==> src/rtl/ctlv_pkg.sv <==
`default_nettype none
package ctlv_pkg;

  localparam int MotorEntries = 39;
  localparam int CtrlEntries  = 32;
  localparam int IdxW         = 6;
  localparam int RawW         = 16;
  localparam int TempW        = 11;
  localparam int LvlW         = 16;
  localparam int LimW         = 8;
  localparam int CfgIdxW      = 8;
  localparam int DenW         = 16;
  localparam int DivW         = 24;
  localparam int NumW         = 30;
  localparam int ProdW        = 22;

  localparam logic [7:0] CodeMotor = 8'h49;
  localparam logic [7:0] CodeCtrl  = 8'h4a;

  localparam logic [CfgIdxW-1:0] RegMotorLimit = 8'd0;
  localparam logic [CfgIdxW-1:0] RegCtrlLimit  = 8'd1;

  localparam logic [LimW-1:0] MotorLimitReset = 8'd45;
  localparam logic [LimW-1:0] CtrlLimitReset  = 8'd70;

  localparam logic signed [TempW-1:0] LevelScale = 11'sd1000;
  localparam logic signed [LvlW+8:0]  LvlMax     = 25'sd32767;
  localparam logic signed [LvlW+8:0]  LvlMin     = -25'sd32768;

  localparam logic signed [LvlW-1:0] Band5 = 16'sd1000;
  localparam logic signed [LvlW-1:0] Band4 = 16'sd900;
  localparam logic signed [LvlW-1:0] Band3 = 16'sd800;
  localparam logic signed [LvlW-1:0] Band2 = 16'sd700;
  localparam logic signed [LvlW-1:0] Band1 = 16'sd600;

  localparam logic [IdxW-1:0] MotorLast = IdxW'(MotorEntries - 1);
  localparam logic [IdxW-1:0] CtrlLast  = IdxW'(CtrlEntries - 1);

  typedef enum logic [3:0] {
    ST_IDLE, ST_SEARCH, ST_MUL, ST_SUM, ST_DIV_T_GO, ST_DIV_T,
    ST_SCALE, ST_DIV_L_GO, ST_DIV_L, ST_EMIT
  } state_e;

  typedef struct packed {
    logic load;
    logic step;
    logic seg;
    logic clamp;
    logic mul;
    logic sum;
    logic div_start;
    logic div_sel_lvl;
    logic fin_t;
    logic scale;
    logic fin_l;
    logic emit;
  } cmd_t;

  typedef struct packed {
    logic code_ok;
    logic hit;
    logic last;
    logic div_done;
    logic div_busy;
    logic out_busy;
  } status_t;

  function automatic logic [RawW-1:0] motor_raw(input logic [IdxW-1:0] i);
    logic [RawW-1:0] r;
    case (i)
      6'd0: r = 16'd7414;   6'd1: r = 16'd7687;   6'd2: r = 16'd7962;
      6'd3: r = 16'd8240;   6'd4: r = 16'd8520;   6'd5: r = 16'd8802;
      6'd6: r = 16'd9085;   6'd7: r = 16'd9369;   6'd8: r = 16'd9654;
      6'd9: r = 16'd9939;   6'd10: r = 16'd10225; 6'd11: r = 16'd10510;
      6'd12: r = 16'd10795; 6'd13: r = 16'd11080; 6'd14: r = 16'd11364;
      6'd15: r = 16'd11646; 6'd16: r = 16'd11927; 6'd17: r = 16'd12207;
      6'd18: r = 16'd12485; 6'd19: r = 16'd12762; 6'd20: r = 16'd13036;
      6'd21: r = 16'd13308; 6'd22: r = 16'd13578; 6'd23: r = 16'd13846;
      6'd24: r = 16'd14111; 6'd25: r = 16'd14373; 6'd26: r = 16'd14633;
      6'd27: r = 16'd14890; 6'd28: r = 16'd15144; 6'd29: r = 16'd15391;
      6'd30: r = 16'd15632; 6'd31: r = 16'd15852; 6'd32: r = 16'd16061;
      6'd33: r = 16'd16251; 6'd34: r = 16'd16421; 6'd35: r = 16'd16569;
      6'd36: r = 16'd16692; 6'd37: r = 16'd16789; 6'd38: r = 16'd16857;
      default: r = 16'd16857;
    endcase
    return r;
  endfunction

  function automatic logic signed [TempW-1:0] motor_deg(input logic [IdxW-1:0] i);
    logic signed [TempW-1:0] d;
    if (i < MotorLast) begin
      d = TempW'(signed'(5 * int'(i)) - 35);
    end else begin
      d = 11'sd155;
    end
    return d;
  endfunction

  function automatic logic [RawW-1:0] ctrl_raw(input logic [IdxW-1:0] i);
    logic [RawW-1:0] r;
    case (i)
      6'd0: r = 16'd28480;  6'd1: r = 16'd28179;  6'd2: r = 16'd27851;
      6'd3: r = 16'd27497;  6'd4: r = 16'd27114;  6'd5: r = 16'd26702;
      6'd6: r = 16'd26261;  6'd7: r = 16'd25792;  6'd8: r = 16'd25296;
      6'd9: r = 16'd24775;  6'd10: r = 16'd24232; 6'd11: r = 16'd23671;
      6'd12: r = 16'd23097; 6'd13: r = 16'd22515; 6'd14: r = 16'd21933;
      6'd15: r = 16'd21357; 6'd16: r = 16'd20793; 6'd17: r = 16'd20250;
      6'd18: r = 16'd19733; 6'd19: r = 16'd19247; 6'd20: r = 16'd18797;
      6'd21: r = 16'd18387; 6'd22: r = 16'd18017; 6'd23: r = 16'd17688;
      6'd24: r = 16'd17400; 6'd25: r = 16'd17151; 6'd26: r = 16'd16938;
      6'd27: r = 16'd16757; 6'd28: r = 16'd16609; 6'd29: r = 16'd16487;
      6'd30: r = 16'd16387; 6'd31: r = 16'd16308;
      default: r = 16'd16308;
    endcase
    return r;
  endfunction

  function automatic logic signed [TempW-1:0] ctrl_deg(input logic [IdxW-1:0] i);
    logic signed [TempW-1:0] d;
    if (i < CtrlLast) begin
      d = TempW'(125 - signed'(5 * int'(i)));
    end else begin
      d = -11'sd30;
    end
    return d;
  endfunction

endpackage
`default_nettype wire

==> src/rtl/ctlv_ctrl.sv <==
`default_nettype none
module ctlv_ctrl
  import ctlv_pkg::*;
(
  input  logic    clk_i,
  input  logic    rst_ni,
  input  logic    in_valid_i,
  output logic    in_ready_o,
  input  status_t status_i,
  output cmd_t    cmd_o
);

  state_e state_q, state_d;

  always_comb begin
    state_d = state_q;
    case (state_q)
      ST_IDLE:     if (in_valid_i && status_i.code_ok) state_d = ST_SEARCH;
      ST_SEARCH: begin
        if (status_i.hit) begin
          state_d = ST_MUL;
        end else if (status_i.last) begin
          state_d = ST_SCALE;
        end
      end
      ST_MUL:      state_d = ST_SUM;
      ST_SUM:      state_d = ST_DIV_T_GO;
      ST_DIV_T_GO: state_d = ST_DIV_T;
      ST_DIV_T:    if (status_i.div_done) state_d = ST_SCALE;
      ST_SCALE:    state_d = ST_DIV_L_GO;
      ST_DIV_L_GO: state_d = ST_DIV_L;
      ST_DIV_L:    if (status_i.div_done) state_d = ST_EMIT;
      ST_EMIT:     if (!status_i.out_busy) state_d = ST_IDLE;
      default:     state_d = ST_IDLE;
    endcase
  end

  always_comb begin
    cmd_o      = '0;
    in_ready_o = 1'b0;
    case (state_q)
      ST_IDLE: begin
        in_ready_o = 1'b1;
        cmd_o.load = in_valid_i && status_i.code_ok;
      end
      ST_SEARCH: begin
        cmd_o.seg   = status_i.hit;
        cmd_o.clamp = !status_i.hit && status_i.last;
        cmd_o.step  = !status_i.hit && !status_i.last;
      end
      ST_MUL:      cmd_o.mul = 1'b1;
      ST_SUM:      cmd_o.sum = 1'b1;
      ST_DIV_T_GO: cmd_o.div_start = 1'b1;
      ST_DIV_T:    cmd_o.fin_t = status_i.div_done;
      ST_SCALE:    cmd_o.scale = 1'b1;
      ST_DIV_L_GO: begin
        cmd_o.div_start   = 1'b1;
        cmd_o.div_sel_lvl = 1'b1;
      end
      ST_DIV_L:    cmd_o.fin_l = status_i.div_done;
      ST_EMIT:     cmd_o.emit = !status_i.out_busy;
      default:     cmd_o = '0;
    endcase
  end

  always_ff @(posedge clk_i or negedge rst_ni) begin
    if (!rst_ni) begin
      state_q <= ST_IDLE;
    end else begin
      state_q <= state_d;
    end
  end

endmodule
`default_nettype wire

==> config.mk <==
export PLATFORM = sky130hd
export DESIGN_NAME = ctlv_ctrl
export DESIGN_NICKNAME = d
export VERILOG_FILES = /design/src/rtl/ctlv_pkg.sv /design/src/rtl/ctlv_ctrl.sv
export SDC_FILE = /design/constraint.sdc
export NUM_CORES = 1
export LEC_CHECK = 0
export ABC_CLOCK_PERIOD_IN_PS = 1320
export BUFFER_PORTS_ARGS = -buffer_cell sky130_fd_sc_hd__buf_2
export CAP_MARGIN = 20
export CORE_AREA = 2 2 39 41
export CTS_CLUSTER_DIAMETER = 40
export DETAILED_ROUTE_END_ITERATION = 8
export DIE_AREA = 0 0 41 43
export GPL_TIMING_DRIVEN = 0
export HOLD_SLACK_MARGIN = 0.15
export PLACE_DENSITY_LB_ADDON = 0.08
export SYNTH_ARGS = -nofsm -noshare
export SYNTH_HDL_FRONTEND = slang
export SYNTH_SLANG_ARGS = --single-unit
==> constraint.sdc <==
create_clock -name clk_i -period 1.32 [get_ports clk_i]
set_input_delay 0.066 -clock clk_i [delete_from_list [all_inputs] [get_ports clk_i]]
set_output_delay 0.066 -clock clk_i [all_outputs]
set_load 0.02 [all_outputs]
# Word level (Yosys, flattened, before mapping)
# Cells that the tools add are included.
# op_classes
reduce_logical	9
n_eq_ne	14
muxes	18
# op_table
op	count
$pmux W4 S10	1
$mux W4	6
$eq A4 B3 Y1 const B	4
$mux W1	10
$eq A4 B2 Y1 const B	2
$eq A4 B4 Y1 const B	2
$ne A2 B2 Y1 const B	4
$reduce_and A5 Y1	1
$eq A4 B1 Y1 const B	1
$logic_not A4 Y1	1
$logic_and A1 B1 Y1	3
$logic_not A1 Y1	3
$mux W3	1
$ne A3 B3 Y1 const B	1
$reduce_or A2 Y1	1
# totals
out_inout_bits	13
in_bits	9
register_bits	4

# Longest topological paths before layout
# Gate-level depths: netlist of the first run.
# depth
word_depth	3
mapped_depth	5
depth_no_buf	4

# Worst setup path after synthesis of the first run
# Ideal clock, no wire load.
# synth_path
kind	reg2reg
from	reg state_q[1]
to	reg state_q[0]
period_less_slack_ps	1510
path_buffers	0
setup_ps	121
required_time_ps	1199
stages_incl_launch_ff	5
slack_ps	-190
arrival_ps	1390
cell_sequence	dfrtp_1 -> nor4_2 -> a32oi_1 -> a21oi_1 -> a21oi_1
# synth_between
elab_chain_len	3
elab_cells_between_ends	17
classes_between	14 x eq/ne; 1 x mux; 2 x reduce/logical
# synth_lines
element	line	text
from (decl)	ctlv_ctrl.sv:13	state_e state_q, state_d;
from (signal assigned)	ctlv_ctrl.sv:70	state_q <= state_d;
$eq A4 B1 Y1, or another cell as far along	ctlv_ctrl.sv:17	case (state_q)
$ne A3 B3 Y1 (no line) or $ne A2 B2 Y1 (tied branches)	--	
$reduce_and A5 Y1 (no line)	--	
# Parallel ways exist; a longest one is shown, timed or not.
# A chain may end at the register's enable or synchronous reset.

==> out/metrics.cfg, run 1 <==
[cells_and_area]
drive_gt1_frac=0.716
nNetsFinal=99
largest_reg_flops=4
final_cells=104
top_register=state_q
biggestRegsByFlops=state_q x4
diodes=0
area_growth_pct=125
fillers=114

[outcome]
violations=negative setup slack
status=finished, violations left

[global_route]
antenna_found_initial=0
gr-total-overflow=0
grt_pass1_wl_mm=1.85
grt_pass1_vias=453
grt_use_total=0.159
grt_start_max_net_pins=10

[sta]
max_clock_freq_mhz=698
setup_ws_ps=-113
hold_ws_ps=210
finalHoldViolCount=0
drv_slew=0
fin_worst_skew_ps=9.50
fin_crit_ps=1430
relSlewSlack=0.820
period_share=1.09
report.final.setup_viol=5
worst_slew_pin_slew_ps=267
rsz0062_at_grt=yes

[worst_setup_path]
crit_fanout=5
rr_startpoint=state_q[2]
start_kind=flop
critPathCaptureType=primary output
startpoint=state_q[2]
cp_num_cells=4
path_class=flop to primary output
critPathBufInv=2
worstPathArrival_ps=1370
crit_top_cell=buf_6
endpoint=cmd_o[11]
reg2regPathDepth=6
r2r_slack_ps=-30
crit_path_max_incr_delay_ps=370
required_ps=1250
critPathTopFamily=simple AND/OR/NAND/NOR gates
r2r-end=state_q[0]
crit_chain=buf_6 > nor4_4 > and3_4 > buf_6
slowest_stage=dfrtp_1

[clock_network]
clk_latency_ps=250
h-tree-depth=1
ctsRootBufferMaster=clkbuf_4
cts.sinks=4
path_clk_slew_ps=40
cts_tree=yes
cts_buffers=3
clockBufferDepth=2

[floorplan]
fp.dieW_um=41
die_area_mm2=0.00176
core_mm2=0.00138
fp-row-count=14
initial_utilization=0.275
die_y_um=43
io_pins=22

[routing]
vias_per_cell=5.15
drtPass1Iterations=4
wire_per_inst_um=12.4
routed-via-count=536
drcViolationCount=0
routed_wl_mm=1.29
drt_iter0_markers=2
ant_nets=0

[pwr]
p_leak_nw=0.392
pwr-share-comb=0.792
peakVddDrop_mv=1.15
power.share.clock=0.076
seqPwrFrac=0.132
sw_frac_of_total=0.457
power.switching_w=0.000962
p_int_w=0.00115
power_density_mw_per_mm2=2460

[yosys]
synth-seq-cells=4
synth_top_flop_cell=dfrtp_1
synth_area_um2=380
synth_warnings=0
synth-edff-count=0
synth_seq_area_share=0.263
synth_nets=58
avgSynthCellArea_um2=7.76
async_flop_share=1.00
synthCells=49
yosysUniqueCellTypes=23

[place]
dp_cells=85
gp_congestion=0.726
post-place-ws_ps=1.91
numPortBuffers=20
post-dp-hpwl_um=755

[worst_hold_path]
min_path_type=primary input to flop

[flow_run]
cap_violations=0

==> how the worst min path moves through the flow <==
stage / start / end / slack, ps / cells after the start
2_1_floorplan: rst_ni / state_q[0] / -230 / 0
5_1_grt: status_i[3] / state_q[0] / 220 / 3
6_report: status_i[3] / state_q[0] / 210 / 3
4_1_cts: status_i[3] / state_q[0] / 200 / 3
3_3_place_gp: rst_ni / state_q[0] / -130 / 1
3_5_place_dp: rst_ni / state_q[0] / -130 / 1
==> cells by family (layout without fill, tap and decap cells) <==
logic type,Yosys count,count (layout),share of synthesized area
buffers and inverters,5,44,0.0888
flip-flops,4,4,0.263
AO/OA/AOI/OAI,13,13,0.237
AND/OR/NAND/NOR,27,27,0.411
==> worst reg2reg max path, cell delays in order (launching register included) <==
cell,delay (ps)
dfrtp_1,370
buf_6,140
nor4_4,290
buf_4,170
a32oi_4,60
a21oi_2,170
a21oi_2,40
==> layout make-up <==
class,count,area (um^2),share of cell area
flip-flops and latches,4,103,0.120
inverters,3,11.3,0.0132
repair buffers,36,293,0.342
clock buffers,3,22.5,0.0263
multi-input cells,40,384,0.449
plain buffers,2,22.5,0.0263
well taps,16,20.0,0.0234
==> synthesized netlist by cell type (2+ instances only) <==
cell / n / area, um^2
nor2_1: 6 / 22.5
o21ai_0: 2 / 10.0
nand2_1: 5 / 18.8
buf_6: 2 / 22.5
inv_1: 3 / 11.3
nor3_1: 6 / 30.0
dfrtp_1: 4 / 100
a21oi_1: 3 / 15.0
nand2b_1: 4 / 25.0
==> what timing repair did <==
action                                  CTS  global route
gates resized for setup                  14            37
hold endpoints to repair                  5             0
pin swaps                                 2             9
buffers inserted                          5             7
endpoints found under the setup margin   14            16
hold buffers                              4             0
==> metrics by stage <==
| stage | util | total power (W) | TNS [ps] | cell area [um^2] |
|---|---|---|---|---|
| floorplan | - | 0.000970 | -36.4 | 390 |
| global placement | 0.369 | 0.00120 | -0.385 | 510 |
| detailed placement | 0.369 | 0.00120 | 0 | 510 |
| CTS | 0.476 | 0.00159 | -437 | 659 |
| global route | 0.618 | 0.00225 | -1180 | 856 |
| finish | 0.618 | 0.00211 | -289 | 856 |
==> power by group through the flow <==
stage	Combinational (W)	Sequential, W	Clock, W
after global routing	0.00179	0.000289	0.000178
after floorplan	0.000717	0.000253	0
after CTS	0.00113	0.000291	0.000169
after global placement	0.000931	0.000274	0
final	0.00167	0.000278	0.000160
after detailed placement	0.000923	0.000276	0
==> per-layer routing <==
metal	vias to the layer above	global-route usage	share of wire
li1	258	-	-
met1	254	0.186	0.39
met2	20	0.247	0.52
met3	4	0.0366	0.049
met4	0	0.100	0.040
met5	-	0	0
==> placed cells by master (no fill, tap or decap), drive strengths merged, types with 2 or more instances in the layout <==
cell type,instances
nor3,6
nand2b,5
a21oi,3
o21ai,2
inv,3
buf,34
dlygate4sd3,4
dfrtp,4
nor2,6
clkbuf,3
nand2,6
Power figures use the tool's default switching activity.
==> run 2, diff against run 1 <==
==> constraint.sdc (replaced) <==
create_clock -name clk_i -period 1.32 [get_ports clk_i]
set_input_delay 0.264 -clock clk_i [delete_from_list [all_inputs] [get_ports clk_i]]
set_output_delay 0.264 -clock clk_i [all_outputs]
set_load 0.02 [all_outputs]
==> out/metrics.cfg, run 2 (synthesized netlist as in run 1, its figures left out) <==
[global_route]
grt_pass1_vias=400
grt_start_max_net_pins=11
grt_pass1_wl_mm=1.57
grt_use_total=0.128
gr-total-overflow=0
antenna_found_initial=0

[pwr]
pwr-share-comb=0.817
p_leak_nw=0.410
power.switching_w=0.00102
seqPwrFrac=0.120
power.share.clock=0.064
sw_frac_of_total=0.450
power_density_mw_per_mm2=2560
peakVddDrop_mv=1.38
p_int_w=0.00125

[clock_network]
clockBufferDepth=2
h-tree-depth=1
cts_tree=yes
cts_buffers=3
ctsRootBufferMaster=clkbuf_4
cts.sinks=4
clk_latency_ps=220
path_clk_slew_ps=40

[worst_setup_path]
start_kind=flop
path_class=flop to primary output
crit_fanout=6
required_ps=1060
critPathCaptureType=primary output
reg2regPathDepth=7
worstPathArrival_ps=1340

[sta]
finalHoldViolCount=0
setup_ws_ps=-281
report.final.setup_viol=16
max_clock_freq_mhz=625
relSlewSlack=0.813
fin_crit_ps=1600
period_share=1.21
drv_slew=0
tns_ps=-2870
worst_slew_pin_slew_ps=280
fin_worst_skew_ps=4.01
rsz0062_at_grt=yes

[routing]
drcViolationCount=0
wire_per_inst_um=12.9
drt_iter0_markers=2
routed_wl_mm=1.34
ant_nets=0
vias_per_cell=4.88
drtPass1Iterations=2
routed-via-count=508

[outcome]
status=finished, violations left
violations=negative setup slack

[cells_and_area]
diodes=0
area_growth_pct=133
drive_gt1_frac=0.773
final_util=0.639
biggestRegsByFlops=state_q x4
fillers=118
final_common_cell=buf_4
largest_reg_flops=4
nNetsFinal=99
top_register=state_q
final_cell_mix=buf_4 (15), buf_6 (12), buf_2 (9)

[worst_hold_path]
min_path_type=primary input to flop
hold_depth=2

[floorplan]
io_pins=22
fp.dieW_um=41
initial_utilization=0.275
core_mm2=0.00138
die_area_mm2=0.00176
fp-row-count=14
die_y_um=43

[place]
gp_congestion=0.681
numPortBuffers=20
post-dp-hpwl_um=748

[flow_run]
cap_violations=0

## run 2: cell types whose count changed in the layout (fill, tap and decap cells not counted)
cell and change:
dlygate4sd3_1 -3, buf_2 +2, buf_4 -2, buf_6 +2, buf_12 +1, nand2_1 -1
nand2_4 +1, nor2_1 -1, nor2_4 +1, nor3b_2 -1, nor3b_4 +1
## run 2: repair_timing
| item | 4_1_cts | 5_1_grt |
|---|---|---|
| setup endpoints to repair | 14 | 16 |
| gates cloned | 0 | 0 |
| buffers inserted | 9 | 6 |
| gates resized for setup | 26 | 21 |
| pin swaps | 5 | 6 |
| hold buffers | 1 | 0 |
| endpoints found under the hold margin | 4 | 0 |
## run 2: per-layer routing
metal  up-vias  track usage  part of all wire
met2        11        0.197              0.57
met4         0       0.0400                 0
li1        255            -                 -
met5         -            0                 0
met1       242        0.172              0.39
met3         0       0.0262             0.037
## run 2: final cells by class
class                   count  area, um^2  area share
flip-flops and latches      4         103       0.116
inverters                   3        11.3      0.0127
plain buffers               2        22.5      0.0255
clock buffers               3        22.5      0.0255
multi-input cells          40         405       0.458
repair buffers             36         300       0.339
well taps                  16        20.0      0.0226
## run 2: worst max-delay path, stage by stage (launching register included)
cell and delay [ps]:
dfrtp_2 470, nand2b_1 280, nor3_2 180, buf_2 180
## run 2: power by group through the flow
stage | clock network [W] | logic, W | registers [W]
floorplan | 0 | 0.000758 | 0.000253
finish | 0.000144 | 0.00185 | 0.000271
global placement | 0 | 0.000971 | 0.000274
global route | 0.000161 | 0.00196 | 0.000282
detailed placement | 0 | 0.000961 | 0.000274
CTS | 0.000147 | 0.00142 | 0.000268
## run 2: final timing paths
| kind | endpoint | slack, ps | start |
|---|---|---|---|
| worst max-delay path | cmd_o[0] | -280 | state_q[1] |
| worst min-delay path | state_q[2] | 340 | status_i[2] |
| worst max register to register | state_q[0] | -90 | state_q[2] |
| worst min register to register | state_q[0] | 670 | state_q[0] |
| max in group asynchronous | state_q[1] | 820 | rst_ni |
| min in group asynchronous | state_q[2] | 370 | rst_ni |
## run 2: metrics by stage
stage          instances  setup slack (ps)  cell area, um^2  power, W  hold slack, ps
6_report             104              -281              885   0.00226             336
5_1_grt              104              -331              885   0.00241             336
4_1_cts               98              -273              748   0.00183             326
3_5_place_dp          85              -112              546   0.00123            69.3
3_3_place_gp          85              -116              546   0.00124            72.2
2_1_floorplan         49              -166              425   0.00101           -31.6
==> run 3, diff against run 2 <==
--- a/config.mk
+++ b/config.mk
@@ -5,13 +5,14 @@
 export SDC_FILE = /design/constraint.sdc
 export NUM_CORES = 1
 export LEC_CHECK = 0
+export ABC_AREA = 1
 export ABC_CLOCK_PERIOD_IN_PS = 1320
 export BUFFER_PORTS_ARGS = -buffer_cell sky130_fd_sc_hd__buf_2
 export CAP_MARGIN = 20
 export CORE_AREA = 2 2 39 41
-export CTS_CLUSTER_DIAMETER = 40
 export DETAILED_ROUTE_END_ITERATION = 8
 export DIE_AREA = 0 0 41 43
+export GPL_ROUTABILITY_DRIVEN = 1
 export GPL_TIMING_DRIVEN = 0
 export HOLD_SLACK_MARGIN = 0.15
 export PLACE_DENSITY_LB_ADDON = 0.08
==> out/metrics.cfg, run 3 <==
[yosys]
yosysTopAreaCellShare=0.260
yosysUniqueCellTypes=15
synth-edff-count=0
avgSynthCellArea_um2=6.22
synthTopCellsByCount=nand2_1 (12), nor2_1 (12), inv_1 (6)
synth-seq-cells=4
synth_warnings=0
synth_seq_area_share=0.260
synth_area_leader_cell=dfrtp_1
synth_area_um2=385
async_flop_share=1.00
synth_nets=71
synth_top_flop_cell=dfrtp_1
synth.area.top_cells=dfrtp_1 (26%), nand2_1 (12%), nor2_1 (12%), nand3_2 (7.8%), nand2_2 (6.5%)
synthCells=62

[clock_network]
cts_buffers=3
cts_tree=yes
path_clk_slew_ps=40
h-tree-depth=1
cts.sinks=4
ctsRootBufferMaster=clkbuf_4
clockBufferDepth=2
clk_latency_ps=230

[routing]
wire_per_inst_um=10.8
drtPass1Iterations=4
routed-via-count=527
routed_wl_mm=1.22
drcViolationCount=0
vias_per_cell=4.66
ant_nets=0
drt_iter0_markers=6

[floorplan]
die_y_um=43
io_pins=22
initial_utilization=0.278
fp-row-count=14
fp.dieW_um=41
die_area_mm2=0.00176
core_mm2=0.00138

[cells_and_area]
area_growth_pct=94.5
top_register=state_q
diodes=0
nNetsFinal=108
final_common_cell=buf_4
fillers=138
largest_reg_flops=4
drive_gt1_frac=0.649
final_util=0.542
biggestRegsByFlops=state_q x4
final_cell_mix=buf_4 (17), nand2_1 (12), buf_2 (9)

[sta]
period_share=1.13
finalHoldViolCount=0
drv_slew=0
fin_crit_ps=1500
report.final.setup_viol=16
max_clock_freq_mhz=669
tns_ps=-1670
worst_slew_pin_slew_ps=190
relSlewSlack=0.873
setup_ws_ps=-175
fin_worst_skew_ps=3.03
rsz0062_at_grt=yes

[global_route]
grt_pass1_vias=477
antenna_found_initial=0
grt_use_total=0.148
gr-total-overflow=0
grt_pass1_wl_mm=1.77
grt_start_max_net_pins=7

[worst_setup_path]
critPathBufInv=2
crit_fanout=5
crit_path_max_incr_delay_ps=450
critPathTopFamily=flip-flops
path_class=flop to primary output
slowest_stage=dfrtp_2
required_ps=1060
worstPathArrival_ps=1230
critPathCaptureType=primary output
start_kind=flop
crit_chain=nor2_4 > inv_2 > nor3_2 > buf_4

[outcome]
status=finished, violations left
violations=negative setup slack

[place]
gp_congestion=0.783
post-dp-hpwl_um=799
numPortBuffers=20

[pwr]
total_power_w=0.00189
peakVddDrop_mv=1.14
power_density_mw_per_mm2=2520
p_leak_nw=0.392

[worst_hold_path]
min_path_type=primary input to async pin

[flow_run]
cap_violations=0

## run 3: power by group
group | switching, W | leakage, nW | internal [W]
logic | 0.000794 | 0.331 | 0.000639
clock network | 0.0000435 | 0.0138 | 0.000101
registers | 0.000118 | 0.0473 | 0.000193
total | 0.000956 | 0.392 | 0.000933
## run 3: through the flow
step	instance area (um^2)	setup slack, ps	hold WS, ps	instances
floorplan	390	-115	-31.6	62
global placement	510	-26.4	69.6	98
detailed placement	510	-27.8	72.9	98
CTS	718	-159	360	112
global route	749	-259	390	113
finish	749	-175	366	113
## run 3: logic make-up (layout without fill, tap and decap cells)
family,count (synthesis),in the layout,synth area share
DFF,4,4,0.260
and+or+nand+nor,44,44,0.562
buffers and inverters,9,44,0.0877
AOI/OAI and AO/OA,5,5,0.0909
## run 3: metal layers
layer,routed length [um],track usage,vias up
met5,0,0,-
met4,0,0.0400,0
met3,44,0.0471,0
met2,704,0.281,11
met1,474,0.137,246
li1,-,-,270
## run 3: repair_timing
action | in CTS | in global routing
hold buffers | 1 | 0
resized for setup | 31 | 8
buffers inserted | 10 | 2
setup endpoints to repair | 13 | 17
hold endpoints to repair | 4 | 0
pin swaps | 8 | 6
## run 3: final timing paths
path                              from          to  slack [ps]  cells past startpoint
hold / removal                  rst_ni  state_q[3]         370                      2
max in group asynchronous       rst_ni  state_q[0]         820                      2
hold reg to reg             state_q[0]  state_q[0]         730                      3
setup / recovery            state_q[1]   cmd_o[11]        -180                      4
setup reg to reg            state_q[1]  state_q[3]         -40                      8
min in group clk_i         status_i[2]  state_q[2]         390                      4
## run 3: layout make-up
cell class                 count  area, um^2  area share
multi-input combinational     49         325       0.434
tap                           16        20.0      0.0267
clock buffer                   3        22.5      0.0301
sequential                     4         104       0.139
timing repair buffer          32         239       0.319
inverter                       9        38.8      0.0518
